--- config.mk ---
export PLATFORM = sky130hd
export DESIGN_NAME = ir_token_scanner_unit
export DESIGN_NICKNAME = d
export VERILOG_FILES = /design/src/hw/rtl/ir_tok_pkg.sv /design/src/hw/rtl/ir_token_scanner_unit.sv /design/src/hw/rtl/ir_tok_scan.sv /design/src/hw/rtl/ir_tok_outbuf.sv
export SDC_FILE = /design/constraint.sdc
export NUM_CORES = 1
export LEC_CHECK = 0
export BUFFER_PORTS_ARGS = -buffer_cell sky130_fd_sc_hd__buf_2
export CAP_MARGIN = 20
export CORE_MARGIN = 4
export CORE_UTILIZATION = 45
export DETAILED_ROUTE_END_ITERATION = 8
export SYNTH_ARGS = -nofsm -noshare
export SYNTH_HDL_FRONTEND = slang
export SYNTH_SLANG_ARGS = --single-unit
--- constraint.sdc ---
create_clock -name aclk -period 17.3 [get_ports aclk]
set_input_delay 0.865 -clock aclk [delete_from_list [all_inputs] [get_ports aclk]]
set_output_delay 0.865 -clock aclk [all_outputs]
set_load 0.01 [all_outputs]
--- src/hw/rtl/ir_tok_pkg.sv ---
// ----------------------------------------------------------------------------
// ir_tok_pkg
// Shared types, token codes and helper functions of the ir token scanner.
// ----------------------------------------------------------------------------
package ir_tok_pkg;

    // source offset counter width and kept word prefix
    localparam int POS_WIDTH    = 16;
    localparam int PREFIX_BYTES = 6;
    localparam int PFX_IDX_W    = $clog2(PREFIX_BYTES);
    localparam int MAX_TOKENS   = 3;

    localparam logic [30:0] NUM_MAX = 31'h7FFF_FFFF;
    localparam logic [7:0]  LEN_MAX = 8'hFF;

    // scanner modes
    localparam logic [2:0] M_IDLE = 3'd0;
    localparam logic [2:0] M_WORD = 3'd1;
    localparam logic [2:0] M_NUM  = 3'd2;
    localparam logic [2:0] M_EQ   = 3'd3;
    localparam logic [2:0] M_LT   = 3'd4;
    localparam logic [2:0] M_GT   = 3'd5;
    localparam logic [2:0] M_DONE = 3'd6;

    // token kinds
    localparam logic [3:0] K_FUNC   = 4'd0;
    localparam logic [3:0] K_ID     = 4'd1;
    localparam logic [3:0] K_BLOCK  = 4'd2;
    localparam logic [3:0] K_OP     = 4'd3;
    localparam logic [3:0] K_NUM    = 4'd4;
    localparam logic [3:0] K_PHI    = 4'd5;
    localparam logic [3:0] K_BR     = 4'd6;
    localparam logic [3:0] K_RETURN = 4'd7;
    localparam logic [3:0] K_LCURL  = 4'd8;
    localparam logic [3:0] K_RCURL  = 4'd9;
    localparam logic [3:0] K_LPAREN = 4'd10;
    localparam logic [3:0] K_RPAREN = 4'd11;
    localparam logic [3:0] K_COMMA  = 4'd12;
    localparam logic [3:0] K_END    = 4'd13;
    localparam logic [3:0] K_ERROR  = 4'd14;

    // operator codes
    localparam logic [3:0] OP_COLON = 4'd0;
    localparam logic [3:0] OP_SEMI  = 4'd1;
    localparam logic [3:0] OP_MUL   = 4'd2;
    localparam logic [3:0] OP_ADD   = 4'd3;
    localparam logic [3:0] OP_SUB   = 4'd4;
    localparam logic [3:0] OP_MOD   = 4'd5;
    localparam logic [3:0] OP_ASSIGN = 4'd6;
    localparam logic [3:0] OP_EQ    = 4'd7;
    localparam logic [3:0] OP_LT    = 4'd8;
    localparam logic [3:0] OP_LE    = 4'd9;
    localparam logic [3:0] OP_GT    = 4'd10;
    localparam logic [3:0] OP_GE    = 4'd11;

    // one token, kind in the lowest bits
    typedef struct packed {
        logic [7:0]  token_len;
        logic [15:0] start_pos;
        logic        number_overflow;
        logic [30:0] number_value;
        logic [3:0]  op_code;
        logic [3:0]  kind;
    } tok_t;

    typedef logic [PREFIX_BYTES-1:0][7:0] prefix_t;

    // tokens caused by one source byte, in order
    typedef struct packed {
        logic [1:0]                 cnt;
        tok_t [MAX_TOKENS-1:0]      toks;
    } bundle_t;

    function automatic tok_t mk_tok(logic [3:0] kind, logic [3:0] op,
                                    logic [15:0] start, logic [7:0] len);
        tok_t t;
        t                 = '0;
        t.kind            = kind;
        t.op_code         = op;
        t.start_pos       = start;
        t.token_len       = len;
        return t;
    endfunction

    function automatic logic is_digit(logic [7:0] c);
        return (c >= "0") && (c <= "9");
    endfunction

    function automatic logic is_alpha(logic [7:0] c);
        return ((c >= "a") && (c <= "z")) || ((c >= "A") && (c <= "Z"));
    endfunction

    function automatic logic is_space(logic [7:0] c);
        return (c == " ") || ((c >= 8'd9) && (c <= 8'd13));
    endfunction

    function automatic logic is_pending(logic [2:0] mode);
        return (mode == M_WORD) || (mode == M_NUM) || (mode == M_EQ) ||
               (mode == M_LT) || (mode == M_GT);
    endfunction

    // returns {saturated, value}; acc*10 + d built from shifts
    function automatic logic [31:0] add_digit(logic [30:0] acc, logic sat, logic [7:0] c);
        logic [34:0] sum;
        logic [3:0]  d;
        d   = 4'(c - "0");
        sum = {acc, 3'b000} + {3'b000, acc, 1'b0} + 35'(d);
        if (sat || (sum > 35'(NUM_MAX))) begin
            return {1'b1, NUM_MAX};
        end
        return {1'b0, sum[30:0]};
    endfunction

    function automatic logic [3:0] word_kind(prefix_t p, logic [7:0] len);
        if ((len == 8'd3) && (p[0] == "p") && (p[1] == "h") && (p[2] == "i")) begin
            return K_PHI;
        end
        if ((len == 8'd2) && (p[0] == "b") && (p[1] == "r")) begin
            return K_BR;
        end
        if ((len == 8'd6) && (p[0] == "r") && (p[1] == "e") && (p[2] == "t") &&
            (p[3] == "u") && (p[4] == "r") && (p[5] == "n")) begin
            return K_RETURN;
        end
        if ((len == 8'd3) && (p[0] == "i") && (p[1] == "n") && (p[2] == "t")) begin
            return K_FUNC;
        end
        if ((len >= 8'd3) && (p[0] == "b") && (p[1] == "b") && is_digit(p[2])) begin
            return K_BLOCK;
        end
        return K_ID;
    endfunction

    // token for a word, number or single-char compare still open in the scanner
    function automatic tok_t pend_tok(logic [2:0] mode, prefix_t p, logic [7:0] len,
                                      logic [30:0] acc, logic sat, logic [15:0] start);
        tok_t t;
        t = mk_tok(K_OP, OP_ASSIGN, start, 8'd1);
        case (mode)
            M_WORD: begin
                t = mk_tok(word_kind(p, len), OP_COLON, start, len);
            end
            M_NUM: begin
                t                 = mk_tok(K_NUM, OP_COLON, start, len);
                t.number_value    = acc;
                t.number_overflow = sat;
            end
            M_LT: begin
                t = mk_tok(K_OP, OP_LT, start, 8'd1);
            end
            M_GT: begin
                t = mk_tok(K_OP, OP_GT, start, 8'd1);
            end
            default: begin
                t = mk_tok(K_OP, OP_ASSIGN, start, 8'd1);
            end
        endcase
        return t;
    endfunction

endpackage

--- src/hw/rtl/ir_token_scanner_unit.sv ---
// ----------------------------------------------------------------------------
// ir_token_scanner_unit
// Streaming tokenizer for a small IR text: one source byte in, tokens out.
// ----------------------------------------------------------------------------
//
//  channel   | dir | tdata                          | tlast
//  ----------+-----+--------------------------------+-------------------------
//  s_axis    | in  | ch                             | end_of_source
//  m_axis    | out | kind, op_code, number_value,   | last_of_run
//            |     | number_overflow, start_pos,    |
//            |     | token_len                      |
//
//  flow: each byte moves from the input register through the scan logic
//  into the result register, so one byte per cycle is sustained while each
//  byte gives at most one token and m_axis_tready stays high
//  a byte that gives k tokens (k up to 3) holds the result register until
//  all k are taken, since the m_axis port moves one token per transaction
//  reset: synchronous on aresetn low; scanner returns to idle at offset 0
//  stalls: m_axis_tready low holds the result register; the input register
//  still takes one more byte before s_axis_tready drops
//
module ir_token_scanner_unit (
    input  logic        aclk,
    input  logic        aresetn,
    // input transactions
    input  logic        s_axis_tvalid,
    output logic        s_axis_tready,
    input  logic [7:0]  s_axis_tdata,   // [7:0] ch
    input  logic        s_axis_tlast,   // end_of_source
    // result transactions
    output logic        m_axis_tvalid,
    input  logic        m_axis_tready,
    output logic [63:0] m_axis_tdata,   // [3:0] kind, [7:4] op_code,
                                        // [38:8] number_value, [39] number_overflow,
                                        // [55:40] start_pos, [63:56] token_len
    output logic        m_axis_tlast    // last_of_run
);

    // input register
    logic                in_vld_reg;
    logic [7:0]          ch_reg;
    logic                eos_reg;

    logic                s_take;
    logic                free;
    logic                move;
    ir_tok_pkg::bundle_t bundle;

    // a byte moves on once the result register is empty or about to empty
    assign move          = in_vld_reg && free;
    assign s_axis_tready = !in_vld_reg || move;
    assign s_take        = s_axis_tvalid && s_axis_tready;

    always_ff @(posedge aclk) begin
        if (!aresetn) begin
            in_vld_reg <= 1'b0;
        end else if (s_take) begin
            in_vld_reg <= 1'b1;
        end else if (move) begin
            in_vld_reg <= 1'b0;
        end
    end

    // byte and end flag need no reset, qualified by in_vld_reg
    always_ff @(posedge aclk) begin
        if (s_take) begin
            ch_reg  <= s_axis_tdata;
            eos_reg <= s_axis_tlast;
        end
    end

    // scanner state and token building
    ir_tok_scan u_scan (
        .aclk    (aclk),
        .aresetn (aresetn),
        .step    (move),
        .ch      (ch_reg),
        .eos     (eos_reg),
        .bundle  (bundle)
    );

    // result register and token serializer
    ir_tok_outbuf u_outbuf (
        .aclk          (aclk),
        .aresetn       (aresetn),
        .load          (move),
        .bundle        (bundle),
        .free          (free),
        .m_axis_tvalid (m_axis_tvalid),
        .m_axis_tready (m_axis_tready),
        .m_axis_tdata  (m_axis_tdata),
        .m_axis_tlast  (m_axis_tlast)
    );

endmodule

--- src/hw/rtl/ir_tok_scan.sv ---
// ----------------------------------------------------------------------------
// ir_tok_scan
// Scanner state and per-byte token logic; yields up to three tokens per byte.
// ----------------------------------------------------------------------------
module ir_tok_scan (
    input  logic                     aclk,
    input  logic                     aresetn,
    input  logic                     step,
    input  logic [7:0]               ch,
    input  logic                     eos,
    output ir_tok_pkg::bundle_t      bundle
);

    logic [2:0]                          mode_reg, mode_next;
    ir_tok_pkg::prefix_t                 prefix_reg, prefix_next;
    logic [7:0]                          len_reg, len_next;
    logic [30:0]                         acc_reg, acc_next;
    logic                                sat_reg, sat_next;
    logic [ir_tok_pkg::POS_WIDTH-1:0]    start_reg, start_next;
    logic [ir_tok_pkg::POS_WIDTH-1:0]    pos_reg, pos_next;

    ir_tok_pkg::tok_t [3:0]              cand;
    logic [3:0]                          cand_v;
    logic [ir_tok_pkg::POS_WIDTH-1:0]    pos_inc;
    logic [15:0]                         pos16;
    logic                                active;
    logic                                word_ch;
    logic                                two_op;
    logic [3:0]                          op2;
    logic [1:0]                          n;

    assign pos_inc = pos_reg + 1'b1;
    assign pos16   = 16'(pos_reg);
    assign active  = (mode_reg != ir_tok_pkg::M_DONE);
    assign word_ch = ir_tok_pkg::is_alpha(ch) || ir_tok_pkg::is_digit(ch) || (ch == "_");
    assign two_op  = ((mode_reg == ir_tok_pkg::M_EQ) || (mode_reg == ir_tok_pkg::M_LT) ||
                      (mode_reg == ir_tok_pkg::M_GT)) && (ch == "=");

    always_comb begin
        case (mode_reg)
            ir_tok_pkg::M_LT: op2 = ir_tok_pkg::OP_LE;
            ir_tok_pkg::M_GT: op2 = ir_tok_pkg::OP_GE;
            default:          op2 = ir_tok_pkg::OP_EQ;
        endcase
    end

    always_comb begin
        mode_next   = mode_reg;
        prefix_next = prefix_reg;
        len_next    = len_reg;
        acc_next    = acc_reg;
        sat_next    = sat_reg;
        start_next  = start_reg;
        cand        = '0;
        cand_v      = '0;

        if (active) begin
            if ((mode_reg == ir_tok_pkg::M_WORD) && word_ch) begin
                if (len_reg < 8'(ir_tok_pkg::PREFIX_BYTES)) begin
                    prefix_next[len_reg[ir_tok_pkg::PFX_IDX_W-1:0]] = ch;
                end
                if (len_reg != ir_tok_pkg::LEN_MAX) begin
                    len_next = len_reg + 8'd1;
                end
            end else if ((mode_reg == ir_tok_pkg::M_NUM) && ir_tok_pkg::is_digit(ch)) begin
                {sat_next, acc_next} = ir_tok_pkg::add_digit(acc_reg, sat_reg, ch);
                if (len_reg != ir_tok_pkg::LEN_MAX) begin
                    len_next = len_reg + 8'd1;
                end
            end else if (two_op) begin
                cand[0]   = ir_tok_pkg::mk_tok(ir_tok_pkg::K_OP, op2, 16'(start_reg), 8'd2);
                cand_v[0] = 1'b1;
                mode_next = ir_tok_pkg::M_IDLE;
            end else begin
                // close whatever the byte ends, then look at the byte itself
                if (ir_tok_pkg::is_pending(mode_reg)) begin
                    cand[0]   = ir_tok_pkg::pend_tok(mode_reg, prefix_reg, len_reg,
                                                     acc_reg, sat_reg, 16'(start_reg));
                    cand_v[0] = 1'b1;
                end
                mode_next = ir_tok_pkg::M_IDLE;
                if (ir_tok_pkg::is_space(ch)) begin
                    mode_next = ir_tok_pkg::M_IDLE;
                end else if (ir_tok_pkg::is_alpha(ch) || (ch == "_")) begin
                    prefix_next    = '0;
                    prefix_next[0] = ch;
                    len_next       = 8'd1;
                    start_next     = pos_reg;
                    mode_next      = ir_tok_pkg::M_WORD;
                end else if (ir_tok_pkg::is_digit(ch)) begin
                    {sat_next, acc_next} = ir_tok_pkg::add_digit(31'd0, 1'b0, ch);
                    len_next   = 8'd1;
                    start_next = pos_reg;
                    mode_next  = ir_tok_pkg::M_NUM;
                end else begin
                    cand_v[1] = 1'b1;
                    case (ch)
                        "{": cand[1] = ir_tok_pkg::mk_tok(ir_tok_pkg::K_LCURL,
                                                          ir_tok_pkg::OP_COLON, pos16, 8'd1);
                        "}": cand[1] = ir_tok_pkg::mk_tok(ir_tok_pkg::K_RCURL,
                                                          ir_tok_pkg::OP_COLON, pos16, 8'd1);
                        "(": cand[1] = ir_tok_pkg::mk_tok(ir_tok_pkg::K_LPAREN,
                                                          ir_tok_pkg::OP_COLON, pos16, 8'd1);
                        ")": cand[1] = ir_tok_pkg::mk_tok(ir_tok_pkg::K_RPAREN,
                                                          ir_tok_pkg::OP_COLON, pos16, 8'd1);
                        ",": cand[1] = ir_tok_pkg::mk_tok(ir_tok_pkg::K_COMMA,
                                                          ir_tok_pkg::OP_COLON, pos16, 8'd1);
                        ":": cand[1] = ir_tok_pkg::mk_tok(ir_tok_pkg::K_OP,
                                                          ir_tok_pkg::OP_COLON, pos16, 8'd1);
                        ";": cand[1] = ir_tok_pkg::mk_tok(ir_tok_pkg::K_OP,
                                                          ir_tok_pkg::OP_SEMI, pos16, 8'd1);
                        "*": cand[1] = ir_tok_pkg::mk_tok(ir_tok_pkg::K_OP,
                                                          ir_tok_pkg::OP_MUL, pos16, 8'd1);
                        "+": cand[1] = ir_tok_pkg::mk_tok(ir_tok_pkg::K_OP,
                                                          ir_tok_pkg::OP_ADD, pos16, 8'd1);
                        "-": cand[1] = ir_tok_pkg::mk_tok(ir_tok_pkg::K_OP,
                                                          ir_tok_pkg::OP_SUB, pos16, 8'd1);
                        "%": cand[1] = ir_tok_pkg::mk_tok(ir_tok_pkg::K_OP,
                                                          ir_tok_pkg::OP_MOD, pos16, 8'd1);
                        "=": begin
                            cand_v[1]  = 1'b0;
                            start_next = pos_reg;
                            mode_next  = ir_tok_pkg::M_EQ;
                        end
                        "<": begin
                            cand_v[1]  = 1'b0;
                            start_next = pos_reg;
                            mode_next  = ir_tok_pkg::M_LT;
                        end
                        ">": begin
                            cand_v[1]  = 1'b0;
                            start_next = pos_reg;
                            mode_next  = ir_tok_pkg::M_GT;
                        end
                        "$": begin
                            cand[1]   = ir_tok_pkg::mk_tok(ir_tok_pkg::K_END,
                                                           ir_tok_pkg::OP_COLON, pos16, 8'd1);
                            mode_next = ir_tok_pkg::M_DONE;
                        end
                        default: begin
                            cand[1]   = ir_tok_pkg::mk_tok(ir_tok_pkg::K_ERROR,
                                                           ir_tok_pkg::OP_COLON, pos16, 8'd1);
                            mode_next = ir_tok_pkg::M_DONE;
                        end
                    endcase
                end
            end

            // end of source closes the open token and adds an implicit end
            if (eos && (mode_next != ir_tok_pkg::M_DONE)) begin
                if (ir_tok_pkg::is_pending(mode_next)) begin
                    cand[2]   = ir_tok_pkg::pend_tok(mode_next, prefix_next, len_next,
                                                     acc_next, sat_next, 16'(start_next));
                    cand_v[2] = 1'b1;
                end
                cand[3]   = ir_tok_pkg::mk_tok(ir_tok_pkg::K_END, ir_tok_pkg::OP_COLON,
                                               16'(pos_inc), 8'd0);
                cand_v[3] = 1'b1;
            end
        end

        if (eos) begin
            mode_next = ir_tok_pkg::M_IDLE;
            pos_next  = '0;
        end else begin
            pos_next  = pos_inc;
        end
    end

    // pack the valid candidates into the low slots, in order
    always_comb begin
        bundle = '0;
        n      = 2'd0;
        for (int i = 0; i < 4; i++) begin
            if (cand_v[i] && (n != 2'd3)) begin
                bundle.toks[n] = cand[i];
                n              = n + 2'd1;
            end
        end
        bundle.cnt = n;
    end

    always_ff @(posedge aclk) begin
        if (!aresetn) begin
            mode_reg <= ir_tok_pkg::M_IDLE;
            pos_reg  <= '0;
        end else if (step) begin
            mode_reg <= mode_next;
            pos_reg  <= pos_next;
        end
    end

    always_ff @(posedge aclk) begin
        if (step) begin
            prefix_reg <= prefix_next;
            len_reg    <= len_next;
            acc_reg    <= acc_next;
            sat_reg    <= sat_next;
            start_reg  <= start_next;
        end
    end

endmodule

--- src/hw/rtl/ir_tok_outbuf.sv ---
// ----------------------------------------------------------------------------
// ir_tok_outbuf
// Result register: holds the tokens of one byte and hands them out one by one.
// ----------------------------------------------------------------------------
module ir_tok_outbuf (
    input  logic                     aclk,
    input  logic                     aresetn,
    input  logic                     load,
    input  ir_tok_pkg::bundle_t      bundle,
    output logic                     free,
    output logic                     m_axis_tvalid,
    input  logic                     m_axis_tready,
    output logic [63:0]              m_axis_tdata,
    output logic                     m_axis_tlast
);

    ir_tok_pkg::tok_t [ir_tok_pkg::MAX_TOKENS-1:0] tok_reg, tok_next;
    logic [1:0]                                    cnt_reg, cnt_next;
    logic                                          pop;

    assign m_axis_tvalid = (cnt_reg != 2'd0);
    assign m_axis_tdata  = tok_reg[0];
    assign m_axis_tlast  = (cnt_reg == 2'd1);
    assign pop           = m_axis_tvalid && m_axis_tready;
    assign free          = (cnt_reg == 2'd0) || ((cnt_reg == 2'd1) && m_axis_tready);

    always_comb begin
        tok_next = tok_reg;
        cnt_next = cnt_reg;
        if (load) begin
            tok_next = bundle.toks;
            cnt_next = bundle.cnt;
        end else if (pop) begin
            tok_next[0] = tok_reg[1];
            tok_next[1] = tok_reg[2];
            cnt_next    = cnt_reg - 2'd1;
        end
    end

    always_ff @(posedge aclk) begin
        if (!aresetn) begin
            cnt_reg <= 2'd0;
        end else begin
            cnt_reg <= cnt_next;
        end
    end

    always_ff @(posedge aclk) begin
        tok_reg <= tok_next;
    end

endmodule

==> results of run 1 <==
==> cell usage after synthesis (18+ instances only) <==
library cell	instances	share of area (%)
nand2_1	205	4.0
nand3_1	67	1.7
o21ai_0	201	5.2
buf_4	64	2.5
nor2b_1	41	1.3
a22oi_1	47	1.8
a221oi_1	24	1.1
and3_1	26	0.84
xnor2_1	29	1.3
dfxtp_1	22	2.3
clkbuf_1	107	2.1
inv_1	49	0.95
a22o_1	24	1.1
nor3_1	40	1.0
ha_1	73	4.7
and2_1	20	0.65
nor2_1	155	3.0
o31ai_1	18	0.70
edfxtp_1	304	47
a21oi_1	88	2.3
a21o_1	26	1.0
==> metrics by stage <==
step / instance area (um2) / hold slack [ns] / instances / utilization, % / power (mW)
after floorplan: 19300 / 0.434 / 1946 / - / 2.17
after global placement: 19600 / 0.444 / 2393 / 46.5 / 2.43
after detailed placement: 19600 / 0.483 / 2393 / 46.5 / 2.45
after CTS: 21000 / 0.466 / 2463 / 49.6 / 3.32
after global routing: 21000 / 0.478 / 2464 / 49.7 / 3.50
final: 21000 / 0.492 / 2464 / 49.7 / 3.30
==> critical path: cells and delay by family (launching register included) <==
| kind | cells | cell delay, ns |
|---|---|---|
| flops | 1 | 0.69 |
| buf+inv | 2 | 0.43 |
| compound gates | 8 | 2.45 |
| simple gates | 6 | 2.34 |
| fa+ha+maj | 2 | 0.61 |
==> final timing paths <==
| kind | startpoint | to | slack, ns | cells after the start |
|---|---|---|---|---|
| setup reg to reg | ch_reg[4]$_DFFE_PP_ | u_outbuf.tok_reg[109]$_DFFE_PP_ | 10.49 | 18 |
| hold reg to reg | u_outbuf.cnt_reg[1]$_SDFFE_PN0P_ | u_outbuf.cnt_reg[1]$_SDFFE_PN0P_ | 0.49 | 2 |
| setup / recovery | ch_reg[4]$_DFFE_PP_ | u_outbuf.tok_reg[109]$_DFFE_PP_ | 10.49 | 18 |
| hold / removal | u_outbuf.cnt_reg[1]$_SDFFE_PN0P_ | u_outbuf.cnt_reg[1]$_SDFFE_PN0P_ | 0.49 | 2 |
==> kinds of logic after synthesis <==
family | share of synthesized area (%)
multiplexers | 1.33
AO/OA/AOI/OAI | 19.0
buffers and inverters | 6.16
adder cells (fa/ha/maj) | 4.93
XOR/XNOR | 2.08
flip-flops | 49.5
AND/OR/NAND/NOR | 17.0
==> area by class of cell <==
class,instances,area (um2)
Fill cell,3936,21300
Timing Repair Buffer,105,598
Clock buffer,48,1080
Inverter,50,195
Clock inverter,22,248
Multi-Input combinational cell,1374,8610
Tap cell,539,674
Sequential cell,326,9570
==> power groups by stage <==
stage	Combinational, mW	Sequential (mW)	Clock, mW
2_1_floorplan	0.901	1.27	0
3_3_place_gp	1.12	1.31	0
3_5_place_dp	1.14	1.31	0
4_1_cts	1.14	1.30	0.876
5_1_grt	1.27	1.33	0.906
6_report	1.14	1.30	0.860
==> cells in the final DEF (no fill, tap or decap), types with 7 or more instances in the layout <==
cell       count
a21oi_1       88
a221oi_1      24
clkbuf_16     41
nand3b_1       8
nor2b_1       41
a222oi_1      11
nor3_1        40
mux2i_1       11
ha_1          73
a31oi_1       17
buf_4         25
o22ai_1       13
o21ai_1        8
o21a_1         7
a22oi_1       47
o211ai_1      10
nand2_1      205
o21ai_0      201
nand3_1       67
xor2_1        17
nand2b_1      10
nor3b_1        8
nor2_1       154
nor4_1         8
or3_1         10
edfxtp_1     304
xnor2_1       29
o31ai_1       18
and3_1        26
a21o_1        26
a211oi_1       8
mux2_2        13
and2_1        19
nand4_1       17
dfxtp_1       22
a22o_1        24
buf_2         79
clkinv_2       7
inv_1         47
==> routing by layer <==
metal	share of wire [%]	up-vias	wire length, um	GRT usage [%]
met5	0	-	0	0
met4	2.3	0	1240	6.36
met3	7.0	76	3790	3.43
met2	46	572	24600	35.5
met1	45	7379	24300	32.7
li1	-	7143	-	-
==> results.txt, run 1 <==
- In the finished design, the share of the clock period the worst path needs comes to between 30 and 40%.
* Max Clock Skew: 0.0160 ns
- Entering global routing, the biggest net connects around 80 pins.
* Shortest period the worst path allows: just under 7 ns
* Register share of total power: 39.4%
- Post-cts gate resize count: 0
* Flip-flop count of the largest register after layout: about 130
- Clock tree from TritonCTS: yes
- Buffer type at the clock tree root: clkbuf_16
- Final Net Count: just under 2000
- Total gr overflow: 0
- Sum Neg Setup Slack: 0 ns
- For this design, the CTS-stage hold fixing added 0 buffers.
* Number of iterations in the first detailed-routing pass: 8
- The analysis attributes to net switching a power of 1.20 mW.
* Clk pin slew, worst setup/hold paths: around 0.06 ns
* DRC errors left: 0
- Initial standard-cell utilization of the core: 45.8%
* Combinational Power Share: between 30% and 40%
- Internal power consumption: approximately 2.1 mW
- In this run the tightest slew margin relative to its limit is a little under a third.
* Synth async-reset ratio: 0%
* Number of clock sinks seen by CTS: around 330
- Before CTS, the worst setup slack after placement is 10.57 ns.
- After synthesis the netlist holds a flip-flop and latch count of between 300 and 400.
- Number of antenna diodes: 0
- Mapped Avg Cell Area: just under 10 um2
- Power spread over the standard cell area amounts to 157 mW/mm2.
* Critical-path maximum fanout: 28
- The most used flip-flop cell after synthesis is edfxtp_1.
- The signal on the critical path passes through inv_1 > a21o_1 > o21ai_2 > nor2_1 > nand3_1 > a21oi_1 > ha_1 > nand2_1 > nand3_2 > o21ai_0 > inv_1 > ha_1 > a211oi_2 > nand2_1 > nand2_1 > o21ai_0 > a222oi_1 > o21ai_0.
- Endpoint class of the critical path: flip-flop
* Clk Latency, worst-skew pair: 0.55 ns
- Clock buffer count from CTS: 40
- Total count of hold-check failures in the final report: 0
- H-tree levels: 2
- The detail route stage leaves a number of antenna-violating nets equal to 0.
- Post-layout worst setup margin: ~10 ns
- The worst hold path belongs to the class flip-flop to flip-flop.
- Global routing consumed, over all layers together, ~23% of the routing resources.
* I/O Buffers: 79
* Data arrival time of the critical path: about 7.1 ns
* Final count of pins violating max slew: 0
- The synthesized netlist occupies a cell area of approximately 0.019 mm2.
- Die footprint: 0.0464 mm2
- Outcome: finished, final reports clean
* Net count after synthesis: 2034
- Die height: approximately 220 um
* Detailed-route vias per instance: around 6.2
- Critical path class: flip-flop to flip-flop
- The share of the Yosys chip area taken by registers is 49.5%.
- IR analysis of the VDD net gives a maximum drop of 88.5 uV.
* Leakage power: slightly below 8 nW
- Critical path startpoint category: flip-flop
- The number of antenna violations at the first check in global routing came to 0.
- Across the run, the number of max-cap violations was 0.
- Syn-to-layout area delta: 8.44%
- In this run, synthesis inferred roughly 300 flip-flops with an integrated enable.
- Share of cells above drive strength 1: around 11%
* GP Congestion: 0.909
* Core area: between 0.04 and 0.05 mm2
- From left edge to right edge, the die measures between 200 and 250 um.
- At the pin with the least slew margin, the transition time is between 1 and 1.5 ns.
- On the worst path, the slowest cell contributes a delay of between 0.7 and 0.8 ns.
- The first global-routing pass estimated about 84000 um of wire.
* Worst endpoint required time: roughly 18 ns
- Initial DRC Count: approximately 1600
- Switching Fraction: a little over a third
* Synth Instances: slightly below 2000
- Cell with the biggest individual delay on the critical path: nand2_1
- Yosys printed 0 warnings.
* Number of global-route vias before repair: 14500
- After clock tree synthesis, the setup repair step added 0 buffers.
- Count of endpoints failing setup in the final report: 0
- Max Clk Rate: between 100 and 150 MHz
- In this run the deepest clock path goes through 3 buffers.
- Drt total wl: roughly 54000 um
- Per report_power, the clock group accounts for a little over a quarter of the total.
* Setup repair after global routing missed its margin: false
- Total vias in the final route: about 15000
* Count of cell types in the netlist: between 90 and 100
- Detailed placement ended at an HPWL of between 30000 and 40000 um.
- In the final routed layout, each cell accounts on average for between 20 and 25 um.
- Cell row count: 75
- Number of top-level pins: 80
Power figures use the tool's default switching activity.
==> inputs of run 2 (changes only) <==
clock period = 5.7 ns   (was 17.3 ns; I/O delays follow)
==> run 2 against run 1 <==
Compared with the run above:
- total power rose to 3.0 times the previous value
- global-route usage increased by 0.12 points
- via count up 0.94%
- final cell count rose by 1.3%
- utilization grew 0.33 points
- sequential share of layout area decreased by 0.30 points
- non-clock buffer count is 34 higher
- sequential cell count is the same
- clock skew rose by 0.0027 ns
- count of clock-buffer cells in the layout grew 6
==> results.txt, run 2 (synthesized netlist as in run 1, its figures left out) <==
* Post-CTS setup repair buffer count: 0
* Worst Path Buf+Inv: 4
* Endpoint class of the critical path: flip-flop
- Measured against its own limit, the worst slew margin works out to 24.8%.
* I/O Buffers: 79
- Maximum number of pins on one net before global-route repair: 70
- Number of maximum-capacitance violations: 0
- H-tree levels: 2
- Buffer type at the clock tree root: clkbuf_16
- Chip Width: roughly 220 um
- STA puts the critical path data required time at slightly below 6 ns.
- In this run the register-to-register setup slack is approximately 0.64 ns.
- Setup violations remaining at the end of the flow were counted as 0.
- At the pin with the least slew margin, the transition time is approximately 1.1 ns.
- In this run the worst hold path is classified as primary input to flip-flop.
- Of the total power, the clock network draws ~24%.
- For this run, the post-layout net count is 2017.
- The number of antenna violations at the first check in global routing was 0.
* DRC errors left: 0
- The clock passes through at most 3 buffers.
- Relative to the synthesized area, the layout overhead comes to 9.16%.
- Global routing consumed, over all layers together, 22.7% of the routing resources.
- Max Clock Skew: about 0.019 ns
* Stage delay of the slowest cell on the critical path: 0.55 ns
- Commonest cells after routing, fill and taps aside: 304 x edfxtp_1, 205 x nand2_1, 201 x o21ai_0, 154 x nor2_1, 88 x a21oi_1
- Category of cells accounting for the largest share of critical-path delay: simple AND/OR/NAND/NOR gates
- Net Switching: between 3 and 4 mW
- Setup repair after global routing left no endpoint under its margin.
* Share of cells above drive strength 1: around an eighth
- The worst setup path is of the flip-flop to flip-flop kind.
- Summed over all layers, the routed wires come to roughly 54000 um.
- The share of total power dissipated in sequential elements is between 40% and 50%.
* Wire length of the first global-routing pass: 85300 um
- Number of top-level pins: 80
- The repair_antennas step left the layout with diodes totalling 0.
- The clock period could shrink to ~5 ns.
* Total count of hold-check failures in the final report: 0
- The internal power of the cells totals 6.22 mW.
* Number of clock sinks seen by CTS: 326
- Sum Neg Setup Slack: 0 ns
- After detailed routing, the average wire length per cell comes to approximately 22 um.
* Power density over the cells: 464 mW/mm2
- The endpoint identified for the worst register-to-register timing path is u_outbuf.tok_reg[116]$_DFFE_PP_.
* Total vias in the final route: about 15000
- Measured on the finished design, the core utilization comes to between 40% and 50%.
- The die covers between 0.04 and 0.05 mm2.
* Switching Fraction: between 30 and 40%
- Outcome: finished, final reports clean
- The analysis attributes to cell leakage a power of between 7 and 8 nW.
* Initial standard-cell utilization of the core: between 40% and 50%
- Clk pin slew, worst setup/hold paths: around 0.06 ns
* Sequence of cells on the critical path: or3_1 > and4_1 > or2_2 > nor2_1 > nand3_1 > a21oi_1 > ha_1 > nand2_1 > nand3_2 > o21ai_0 > inv_1 > ha_1 > a211oi_2 > buf_4 > and2_1 > buf_4 > nor2_1 > buf_4 > a222oi_1 > o21ai_0
- Most common cell after layout, fill and taps aside: edfxtp_1
- Placed cells: roughly 2400
- After detailed routing, the number of vias per cell comes to a little over 6.
- Final cell count without fillers: 2497
- Clock buffer count from CTS: 38
- Cell occurring most often along the worst timing path: buf_4
- Depth of the worst register-to-register path: 20
- In this run the worst path has a maximum fanout of 13.
* Initial DRC Count: 1626
- Critical path startpoint category: flip-flop
- Max Clk Rate: approximately 200 MHz
- Cell row count: 75
- Die height: between 200 and 250 um
* Startpoint of the tightest hold check path: m_axis_tready
- TritonCTS built the clock tree.
- The worst register-to-register path begins at ch_reg[1]$_DFFE_PP_.
- The total overflow left after global routing is 0.
- The core region is 0.0422 mm2.
- The worst path uses 88.7% of the clock period.
* Cell with the biggest individual delay on the critical path: edfxtp_1
* Number of global-route vias before repair: around 15000
* Worst Hold Path EP: in_vld_reg$_SDFFE_PN0P_
* Final count of pins violating max slew: 0
- At the later pin of the worst-skew pair, clock insertion delay measures between 0.5 and 0.6 ns.
- Combinational Power Share: between 30% and 40%
* Max IR drop VDD: between 300 and 400 uV
* Data arrival time of the critical path: between 5 and 6 ns
* Smallest hold slack: 0.169 ns
* Number of stages on the worst hold path: 4
- The pre-antenna-repair detailed-routing pass consisted of 6 iterations.
- After legalization and detailed placement, the total HPWL measured 36400 um.
- The count of nets left with antenna violations once routing finished came out at 0.
* GP Congestion: around 0.93
- The register with the most flip-flops in the layout has 127 of them.
## run 2: layout make-up
type | instances | area, um2
repair buffers | 139 | 871
flip-flops and latches | 326 | 9570
fillers | 3916 | 21100
well taps | 539 | 674
multi-input cells | 1374 | 8610
clock buffers | 54 | 1080
inverters | 50 | 195
clock inverters | 15 | 113
## run 2: power groups by stage
stage | Combinational [mW] | Sequential (mW) | Clock (mW)
2_1_floorplan | 2.74 | 3.85 | 0
3_3_place_gp | 3.44 | 3.98 | 0
3_5_place_dp | 3.48 | 3.99 | 0
4_1_cts | 3.50 | 3.95 | 2.41
5_1_grt | 3.89 | 4.02 | 2.51
6_report | 3.50 | 3.95 | 2.36
## run 2: how the worst max path moves through the flow
stage | start | end | slack, ns | cells after the start
after floorplan | u_outbuf.cnt_reg[0]$_SDFFE_PN0P_ | u_scan.acc_reg[0]$_DFFE_PP_ | 0.17 | 9
final | ch_reg[1]$_DFFE_PP_ | u_outbuf.tok_reg[116]$_DFFE_PP_ | 0.64 | 20
after global routing | ch_reg[1]$_DFFE_PP_ | u_outbuf.tok_reg[113]$_DFFE_PP_ | 0.32 | 19
after global placement | ch_reg[3]$_DFFE_PP_ | u_outbuf.m_axis_tdata[11]$_DFFE_PP_ | 0.73 | 16
after CTS | ch_reg[3]$_DFFE_PP_ | u_outbuf.m_axis_tdata[11]$_DFFE_PP_ | 0.66 | 16
after detailed placement | ch_reg[3]$_DFFE_PP_ | u_outbuf.m_axis_tdata[11]$_DFFE_PP_ | 0.69 | 16
## run 2: what timing repair did
| action | 4_1_cts | 5_1_grt |
|---|---|---|
| hold endpoints to repair | 10 | 0 |
| hold buffers | 10 | 0 |
| gates resized for setup | 0 | 0 |
## run 2: per-layer routing
metal / track usage (%) / vias up / part of all wire (%)
met4: 6.70 / 0 / 2.7
met2: 35.4 / 581 / 45
met5: 0 / - / 0
li1: - / 7204 / -
met1: 32.7 / 7428 / 45
met3: 3.88 / 100 / 7.2
## run 2: metrics by stage
| step | total power [mW] | cell area, um2 | setup slack, ns |
|---|---|---|---|
| floorplan | 6.59 | 19300 | 0.166 |
| global placement | 7.42 | 19800 | 0.726 |
| detailed placement | 7.47 | 19800 | 0.690 |
| CTS | 9.86 | 21100 | 0.657 |
| global route | 10.4 | 21100 | 0.317 |
| finish | 9.80 | 21100 | 0.644 |
## run 2: tightest hold or removal path: stages
cell and delay, ns:
buf_2 0.09, a21oi_1 0.09, a21oi_1 0.16, nor2b_1 0.05
